$ cat src/design/lphs_pkg.sv
// ----------------------------------------------------------------------------
// lphs_pkg
// Shared types and constants for the linear probing hash set unit.
// ----------------------------------------------------------------------------
package lphs_pkg;

  localparam int KEY_W  = 31;
  localparam int FUNC_W = 2;
  localparam int CNT_W  = 11;

  localparam logic [FUNC_W-1:0] FUNC_INSERT = 2'd0;
  localparam logic [FUNC_W-1:0] FUNC_LOOKUP = 2'd1;
  localparam logic [FUNC_W-1:0] FUNC_ERASE  = 2'd2;
  // spare selector, behaves as a lookup
  localparam logic [FUNC_W-1:0] FUNC_UNUSED = 2'd3;

  localparam logic STATUS_OK   = 1'b0;
  localparam logic STATUS_FULL = 1'b1;

  typedef enum logic [2:0] {
    ST_CLEAR,
    ST_IDLE,
    ST_MOD,
    ST_PROBE,
    ST_OUT
  } state_t;

  // Modulo unit sequencer
  typedef enum logic [1:0] {
    MOD_IDLE,
    MOD_QUOT,
    MOD_BACK,
    MOD_FIX
  } mod_state_t;

endpackage

$ cat src/design/lphs_mod.sv
// ----------------------------------------------------------------------------
// lphs_mod
// Key modulo table size by reciprocal multiplication on one shared multiplier.
// ----------------------------------------------------------------------------
module lphs_mod #(
  parameter int TABLE_SIZE = 1024
) (
  input  logic                         clk,
  input  logic                         rst_n,
  input  logic                         start,
  input  logic [lphs_pkg::KEY_W-1:0]   key,
  output logic                         done,
  output logic [$clog2(TABLE_SIZE)-1:0] rem
);

  localparam int IDX_W = $clog2(TABLE_SIZE);
  localparam int KW    = lphs_pkg::KEY_W;
  localparam int PW    = 2 * KW;
  // floor(2^31 / TABLE_SIZE): the quotient estimate is never more than one short
  localparam logic [KW-1:0] RECIP   = KW'((64'd1 << KW) / TABLE_SIZE);
  localparam logic [KW-1:0] MODULUS = KW'(TABLE_SIZE);

  lphs_pkg::mod_state_t state_r, state_nxt;
  logic                 done_r, done_nxt;
  logic [KW-1:0]        key_r, key_nxt;
  logic [PW-1:0]        prod_r, prod_nxt;
  logic [IDX_W-1:0]     rem_r, rem_nxt;
  logic [KW-1:0]        mul_a, mul_b;
  logic [PW-1:0]        mul_p;
  logic [KW-1:0]        diff;

  assign mul_p = mul_a * mul_b;

  always_ff @(posedge clk) begin
    if (!rst_n) begin
      state_r <= lphs_pkg::MOD_IDLE;
      done_r  <= 1'b0;
    end else begin
      state_r <= state_nxt;
      done_r  <= done_nxt;
    end
    key_r  <= key_nxt;
    prod_r <= prod_nxt;
    rem_r  <= rem_nxt;
  end

  always_comb begin
    state_nxt = state_r;
    done_nxt  = 1'b0;
    key_nxt   = key_r;
    prod_nxt  = prod_r;
    rem_nxt   = rem_r;
    mul_a     = key_r;
    mul_b     = RECIP;
    diff      = key_r - prod_r[KW-1:0];

    case (state_r)
      lphs_pkg::MOD_IDLE: begin
        if (start) begin
          key_nxt   = key;
          state_nxt = lphs_pkg::MOD_QUOT;
        end
      end

      lphs_pkg::MOD_QUOT: begin
        prod_nxt  = mul_p;
        state_nxt = lphs_pkg::MOD_BACK;
      end

      lphs_pkg::MOD_BACK: begin
        // multiply the quotient estimate back by the table size
        mul_a     = prod_r[PW-1:KW];
        mul_b     = MODULUS;
        prod_nxt  = mul_p;
        state_nxt = lphs_pkg::MOD_FIX;
      end

      lphs_pkg::MOD_FIX: begin
        // remainder is below twice the modulus: subtract once if needed
        if (diff >= MODULUS) begin
          diff = diff - MODULUS;
        end
        rem_nxt   = diff[IDX_W-1:0];
        done_nxt  = 1'b1;
        state_nxt = lphs_pkg::MOD_IDLE;
      end

      default: begin
        state_nxt = lphs_pkg::MOD_IDLE;
      end
    endcase
  end

  assign done = done_r;
  assign rem  = rem_r;

endmodule

$ cat config.mk
export PLATFORM = sky130hd
export DESIGN_NAME = lphs_mod
export DESIGN_NICKNAME = d
export VERILOG_FILES = /design/src/design/lphs_pkg.sv /design/src/design/lphs_mod.sv
export SDC_FILE = /design/constraint.sdc
export NUM_CORES = 1
export LEC_CHECK = 0
export BUFFER_PORTS_ARGS = -buffer_cell sky130_fd_sc_hd__buf_2
export CORE_MARGIN = 2
export CORE_UTILIZATION = 38
export DETAILED_ROUTE_END_ITERATION = 10
export MAX_ROUTING_LAYER = met4
export PLACE_DENSITY = 0.79
export SLEW_MARGIN = 25
export SYNTH_ARGS = -nofsm -noshare
export SYNTH_HDL_FRONTEND = slang
export SYNTH_SLANG_ARGS = --single-unit
$ cat constraint.sdc
create_clock -name clk -period 2.4 [get_ports clk]
set_input_delay 0.48 -clock clk [delete_from_list [all_inputs] [get_ports clk]]
set_output_delay 0.48 -clock clk [all_outputs]
set_load 0.005 [all_outputs]
# Word level (Yosys, flattened, before mapping)
# Cells that the tools add are included.
totals:
  reg_bits: 106
  in_bits: 34
  output_inout_bits: 11
  word_cells: 22
classes:
  n_addsub: 2
  mul: 1
  magnitude_cmp: 1
  n_eq_ne: 4
  mux: 6
  reduce_logical: 3
op_table:
  columns: ["op", "n"]
  rows:
  - ["$mul 31x31->62", 1]
  - ["$ge 31x11->1 const B", 1]
  - ["$mux 31", 1]
  - ["$sub 31x31->31", 1]
  - ["$mux 22", 1]
  - ["$mux 10", 1]
  - ["$sub 10x1->10 const B", 1]
  - ["$pmux 2 s4", 1]
  - ["$eq 2x2->1 const B", 2]
  - ["$eq 2x1->1 const B", 1]
  - ["$logic_not 2->1", 1]
  - ["$mux 2", 1]
  - ["$ne 2x2->1 const B", 1]
  - ["$reduce_and 2->1", 1]
  - ["$reduce_or 2->1", 1]
  - ["$mux 1", 1]

# Logic depth before layout (Yosys ltp)
# Gate-level depths: netlist (run 1).
depth:
  ltp_word: 3
  depth_mapped: 5
  mapped_depth_nobuf: 5

# Least setup slack after synthesis (run 1)
# OpenSTA, ideal clock, no wires.
synth_timing:
  path_kind: "reg2reg"
  start: "register state_r[0]"
  end: "register key_r[0], enable pin"
  setup_time_ps: 316
  arrival_ps: 851
  required_time_ps: 2084
  setup_slack_ps: 1234
  path_stages_with_launch: 4
  path_buffers: 0
  synth_period_minus_slack_ps: 1166
  path_cell_list: "dfxtp_1 inv_1 ha_1 and2_2"
synth_via:
  elab_chain_len: 2
synth_lines:
  columns: ["item", "line_no", "text"]
  rows:
  - ["start: declaration", "lphs_mod.sv:23", "lphs_pkg::mod_state_t state_r, state_nxt;"]
  - ["start signal: assignment", "lphs_mod.sv:36", "state_r <= lphs_pkg::MOD_IDLE;"]
  - ["start signal: assignment", "lphs_mod.sv:39", "state_r <= state_nxt;"]
  - ["$logic_not 2->1", "lphs_mod.sv:57", "case (state_r)"]
  - ["$reduce_and 2->1 (no line)", null, null]
  - ["end signal: assignment", "lphs_mod.sv:42", "key_r <= key_nxt;"]
  - ["end: declaration", "lphs_mod.sv:25", "logic [KW-1:0] key_r, key_nxt;"]
# Every way passes these cells.
# A chain may end at the register's enable or synchronous reset.

# Worst setup path after layout (run 1)
layout_timing:
  start: "register state_r[0]"
  end: "register key_r[3], enable pin"
# Same word-level chain as after synthesis.

==> reports/summary.txt, run 1 <==
fill count = 179
Max-slew headroom = 0.708
htree depth = 1
setup TNS = 0 ps
R2R cell count = 3
CTS tree = done
Synth Area in Adders = 0.0621
DR vias = 380
Critical Path End Type = flop
area leader, netlist = edfxtp_1
Post-CTS Resized = 0
die area = 2510 um^2
# hold bufs at CTS = 0
worst endpoint data arrival time = 1280 ps
sequential share of the synthesized area = 0.820
Post-Synth Simple-Gate Area = 0.0512
crit path time final = 1300 ps
xor and xnor area share after synthesis = 0
drt pass-1 iters = 4
Design Power = 0.876 mW
Antenna Nets Post-Route = 0
largest net degree at the start of global routing = 13
top cells by area, synth = edfxtp_1 (75%), dfxtp_1 (7.5%), ha_1 (6.2%)
Multi-input gate area = 111 um^2
Required @ worst endpoint = 2390 ps
crit path from = state_r[0]$_SDFFE_PN0P_
Reg area = 661 um^2
GRT Resource Usage Total = 0.0965
post-CTS setup buffers = 0
max-slew violation count = 0
root buffer cell = clkbuf_4
I/O Buffers = 23
compound-cell area share of the yosys netlist = 0.0124
outcome = complete, no violations
CTS max path bufs = 2
# setup viols final = 0
Post-Synthesis Cells = 44
#FFs+latches synth = 23
Area growth, synth to finish = 18.5%
I/O pins = 45
Chip Width = 50.1 um
worst min path class = input pin to flop
worst r2r src = state_r[0]$_SDFFE_PN0P_
CP endpoint = key_r[3]$_DFFE_PP_
proportion of synthesized area in mux cells = 0.0124
synth unique cells = 13
placed instance area = 928 um^2
Leak = 0.391 nW
worst-margin pin slew = 439 ps
total CTS buffers = 3
largest family of logic cells by synthesized area = adder cells
initial antenna violation count = 0
clock tree sinks = 23
Initial Util = 0.407
pwr dens = 918 nW/um^2
critical path type = flop to flop
clock skew = 2.65 ps
layout cell share with drive strength beyond 1 = 0.438
routability cong. = 0.710
Mean Syn Cell Area = 18.3 um^2
fmax = 771 MHz
Antenna Cells = 0
Max-Cap Viols = 0
Post-route DRC = 0
peak supply drop = 0.289 mV
global-route wire length before repair = 1660 um
Final Cycle Share = 0.540
CP Max Fanout = 10
vias in the first global route = 377
Reg clk slew, reported paths = 110 ps
Rows = 16
crit path launch type = flop
Mapped Nets = 82
area of the core = 1980 um^2
Post-Synthesis Cell Area = 806 um^2
r2r setup slk = 1100 ps
Design Area, Final = 955 um^2
Via-to-Cell Ratio = 4.18
FF-to-FF End = key_r[3]$_DFFE_PP_
nets = 103
unrepaired setup endpoints after global routing = no
final hold viol count = 0
Avg WL per Cell = 10.6 um
Synth top area share = 0.745
Clk Latency, worst-skew pair = 290 ps
final WL = 968 um
yosys warns = 0
Vert. Die Dim = 50.1 um
Detailed Route Iter0 Violations = 4
gr ovfl total = 0
state kept, by name (all words and copies together) (netlist names):
signal   cells
key_r       10
rem         10
state_r      2
done         1
cell families after synthesis:
| kind of cell | after synthesis |
|---|---|
| flops | 23 |
| buf+inv | 9 |
| simple gates | 6 |
| fa+ha+maj | 4 |
| compound gates | 1 |
| mux | 1 |
final cells by class:
cell class | count | share of cell area
flip-flops and latches | 23 | 0.692
repair buffers | 23 | 0.121
multi-input cells | 12 | 0.117
well taps | 27 | 0.0354
clock buffers | 4 | 0.0275
inverters | 2 | 0.00786
routing by layer:
layer | wire length (um) | part of all wire | GRT usage
met2 | 442 | 0.46 | 0.134
met5 | 0 | 0 | -
met4 | 10 | 0.010 | 0.0556
met1 | 427 | 0.44 | 0.120
met3 | 87 | 0.090 | 0.0364
metrics by stage:
stage	worst slack (ps)	hold WS [ps]	cells	utilization
final	1100	360	91	0.482
after CTS	1100	353	91	0.482
after global placement	1170	402	87	0.468
after detailed placement	1120	405	87	0.468
after floorplan	1230	400	44	-
after global routing	1030	323	91	0.482
where the power goes:
group / internal, mW / switching (mW) / total (mW)
clock: 0.0645 / 0.0960 / 0.161
combinational: 0.0686 / 0.0926 / 0.161
sequential: 0.530 / 0.0246 / 0.554
synthesized netlist by cell type:
| cell | number |
|---|---|
| and2_1 | 1 |
| and2_2 | 1 |
| clkbuf_1 | 7 |
| dfxtp_1 | 3 |
| edfxtp_1 | 20 |
| ha_1 | 4 |
| inv_1 | 2 |
| mux2i_1 | 1 |
| nand2_1 | 1 |
| nand2b_4 | 1 |
| nor2_1 | 1 |
| nor2b_1 | 1 |
| o211a_1 | 1 |
how the worst min path moves through the flow:
stage,slack (ps),endpoint,startpoint,cells after the start
6_report,360,key_r[2]$_DFFE_PP_,key[2],1
2_1_floorplan,400,rem[0]$_DFFE_PP_,key_r[0]$_DFFE_PP_,0
3_3_place_gp,400,rem[7]$_DFFE_PP_,key_r[7]$_DFFE_PP_,0
4_1_cts,350,key_r[2]$_DFFE_PP_,key[2],1
5_1_grt,320,key_r[0]$_DFFE_PP_,key[0],1
3_5_place_dp,400,rem[1]$_DFFE_PP_,key_r[1]$_DFFE_PP_,0
worst max-delay path: stages, from the launching register on:
cell	delay (ps)
dfxtp_1	350
inv_1	100
ha_1	230
and2_2	320
cell usage in the layout (no fill, tap or decap):
cell type and n:
and2_2 1, buf_2 23, dfxtp_1 3, and2_1 1, ha_1 4, clkbuf_4 3
nor2b_1 1, nand2_1 1, inv_1 2, mux2i_1 1, nand2b_4 1, edfxtp_1 20
o211a_1 1, clkbuf_1 1, nor2_1 1
Power figures use the tool's default switching activity.
==> inputs of run 2 (changes only) <==
clock period = 1.3 ns   (was 2.4 ns; I/O delays follow)
==> run 2 against run 1 <==
  * Sequential share of layout area down 0.63 points
  * Worst setup slack got worse by 1000 ps
  * Clock skew fell by 0.88 ps
  * Critical path depth unchanged
  * Global-route usage down 0.61 points
  * Register-to-register slack got worse by 1000 ps
  * Utilization up 0.44 points
  * Count of clock-buffer cells in the layout is the same
  * Combinational power grew 89%
  * Die area unchanged
==> reports/summary.txt, run 2 (same netlist as run 1, synthesis figures left out) <==
outcome = complete, no violations
fill count = 181
layout cell share with drive strength beyond 1 = 0.446
htree depth = 1
I/O Buffers = 23
most common cell after layout, fill and taps aside = buf_2
setup TNS = 0 ps
worst endpoint data arrival time = 1200 ps
Initial Util = 0.407
Post-route DRC = 0
Reg clk slew, reported paths = 110 ps
area of the core = 1980 um^2
CP Max Fanout = 10
Rows = 16
crit path launch type = flop
total CTS buffers = 3
GRT Resource Usage Total = 0.0905
Leak = 0.397 nW
pwr dens = 1690 nW/um^2
# hold bufs at CTS = 0
hold wc startpoint = key[8]
crit path time final = 1190 ps
unrepaired setup endpoints after global routing = no
Area growth, synth to finish = 19.6%
peak supply drop = 0.735 mV
drt pass-1 iters = 4
critical path type = flop to flop
Final Cycle Share = 0.917
gr ovfl total = 0
die area = 2510 um^2
Max-Cap Viols = 0
worst r2r src = state_r[0]$_SDFFE_PN0P_
post-CTS setup buffers = 0
Avg WL per Cell = 10.0 um
clock tree sinks = 23
Detailed Route Iter0 Violations = 9
Clk Latency, worst-skew pair = 290 ps
Vert. Die Dim = 50.1 um
Via-to-Cell Ratio = 4.11
clock skew = 1.77 ps
nets = 104
final WL = 923 um
FF-to-FF End = key_r[6]$_DFFE_PP_
hold path endpoint = key_r[8]$_DFFE_PP_
Chip Width = 50.1 um
placed instance area = 936 um^2
final hold viol count = 0
CTS max path bufs = 2
crit path buf inv count = 1
global-route wire length before repair = 1520 um
Top delay family on crit path = flip-flops
# setup viols final = 0
initial antenna violation count = 0
largest net degree at the start of global routing = 13
Critical Path End Type = flop
root buffer cell = clkbuf_4
fmax = 839 MHz
r2r setup slk = 110 ps
Post-CTS Resized = 0
worst hold stages = 1
max-slew violation count = 0
worst min path class = input pin to flop
DR vias = 378
vias in the first global route = 376
most frequent cells in the layout = buf_2 (23), edfxtp_1 (20), ha_1 (4)
crit path cell chain = inv_1 -> ha_1 -> and2_4
R2R cell count = 3
slowest cell delay on critical path = 350 ps
Max stage delay cell, worst path = dfxtp_1
Multi-input gate area = 113 um^2
I/O pins = 45
CTS tree = done
worst-margin pin slew = 116 ps
routability cong. = 0.697
Required @ worst endpoint = 1310 ps
Design Area, Final = 963 um^2
Reg area = 661 um^2
Max-slew headroom = 0.921
Antenna Nets Post-Route = 0
Antenna Cells = 0
run 2: layer usage:
metal  wire (um)  GRT usage
met5           0          -
met4          10     0.0556
met3          76     0.0364
met2         437      0.136
met1         398     0.0998
run 2: how the worst max path moves through the flow:
stage	from	to	slack (ps)	cells after the start
after floorplan	state_r[0]$_SDFFE_PN0P_	key_r[0]$_DFFE_PP_	130	3
final	state_r[0]$_SDFFE_PN0P_	key_r[6]$_DFFE_PP_	110	3
after global placement	state_r[0]$_SDFFE_PN0P_	key_r[4]$_DFFE_PP_	70	3
after detailed placement	state_r[0]$_SDFFE_PN0P_	key_r[4]$_DFFE_PP_	50	3
after global routing	state_r[0]$_SDFFE_PN0P_	key_r[6]$_DFFE_PP_	50	3
after CTS	state_r[0]$_SDFFE_PN0P_	key_r[5]$_DFFE_PP_	30	3
run 2: layout make-up:
class,instances,area share
multi-input combinational,12,0.117
sequential,23,0.686
clock buffer,4,0.0273
timing repair buffer,24,0.127
inverter,2,0.00779
tap,27,0.0351
run 2: through the flow:
stage / util / worst slack, ps / hold WS (ps) / cells / total power [mW]
2_1_floorplan: - / 134 / 359 / 44 / 1.26
3_3_place_gp: 0.472 / 70.2 / 403 / 88 / 1.32
3_5_place_dp: 0.472 / 45.3 / 405 / 88 / 1.35
4_1_cts: 0.485 / 33.7 / 128 / 92 / 1.64
5_1_grt: 0.486 / 51.4 / 107 / 92 / 1.73
6_report: 0.486 / 107 / 137 / 92 / 1.63
run 2: report_power, final:
part	switching, mW	internal (mW)	total, mW
clock network	0.178	0.119	0.298
logic	0.168	0.136	0.304
registers	0.0460	0.977	1.02
total	0.393	1.23	1.63
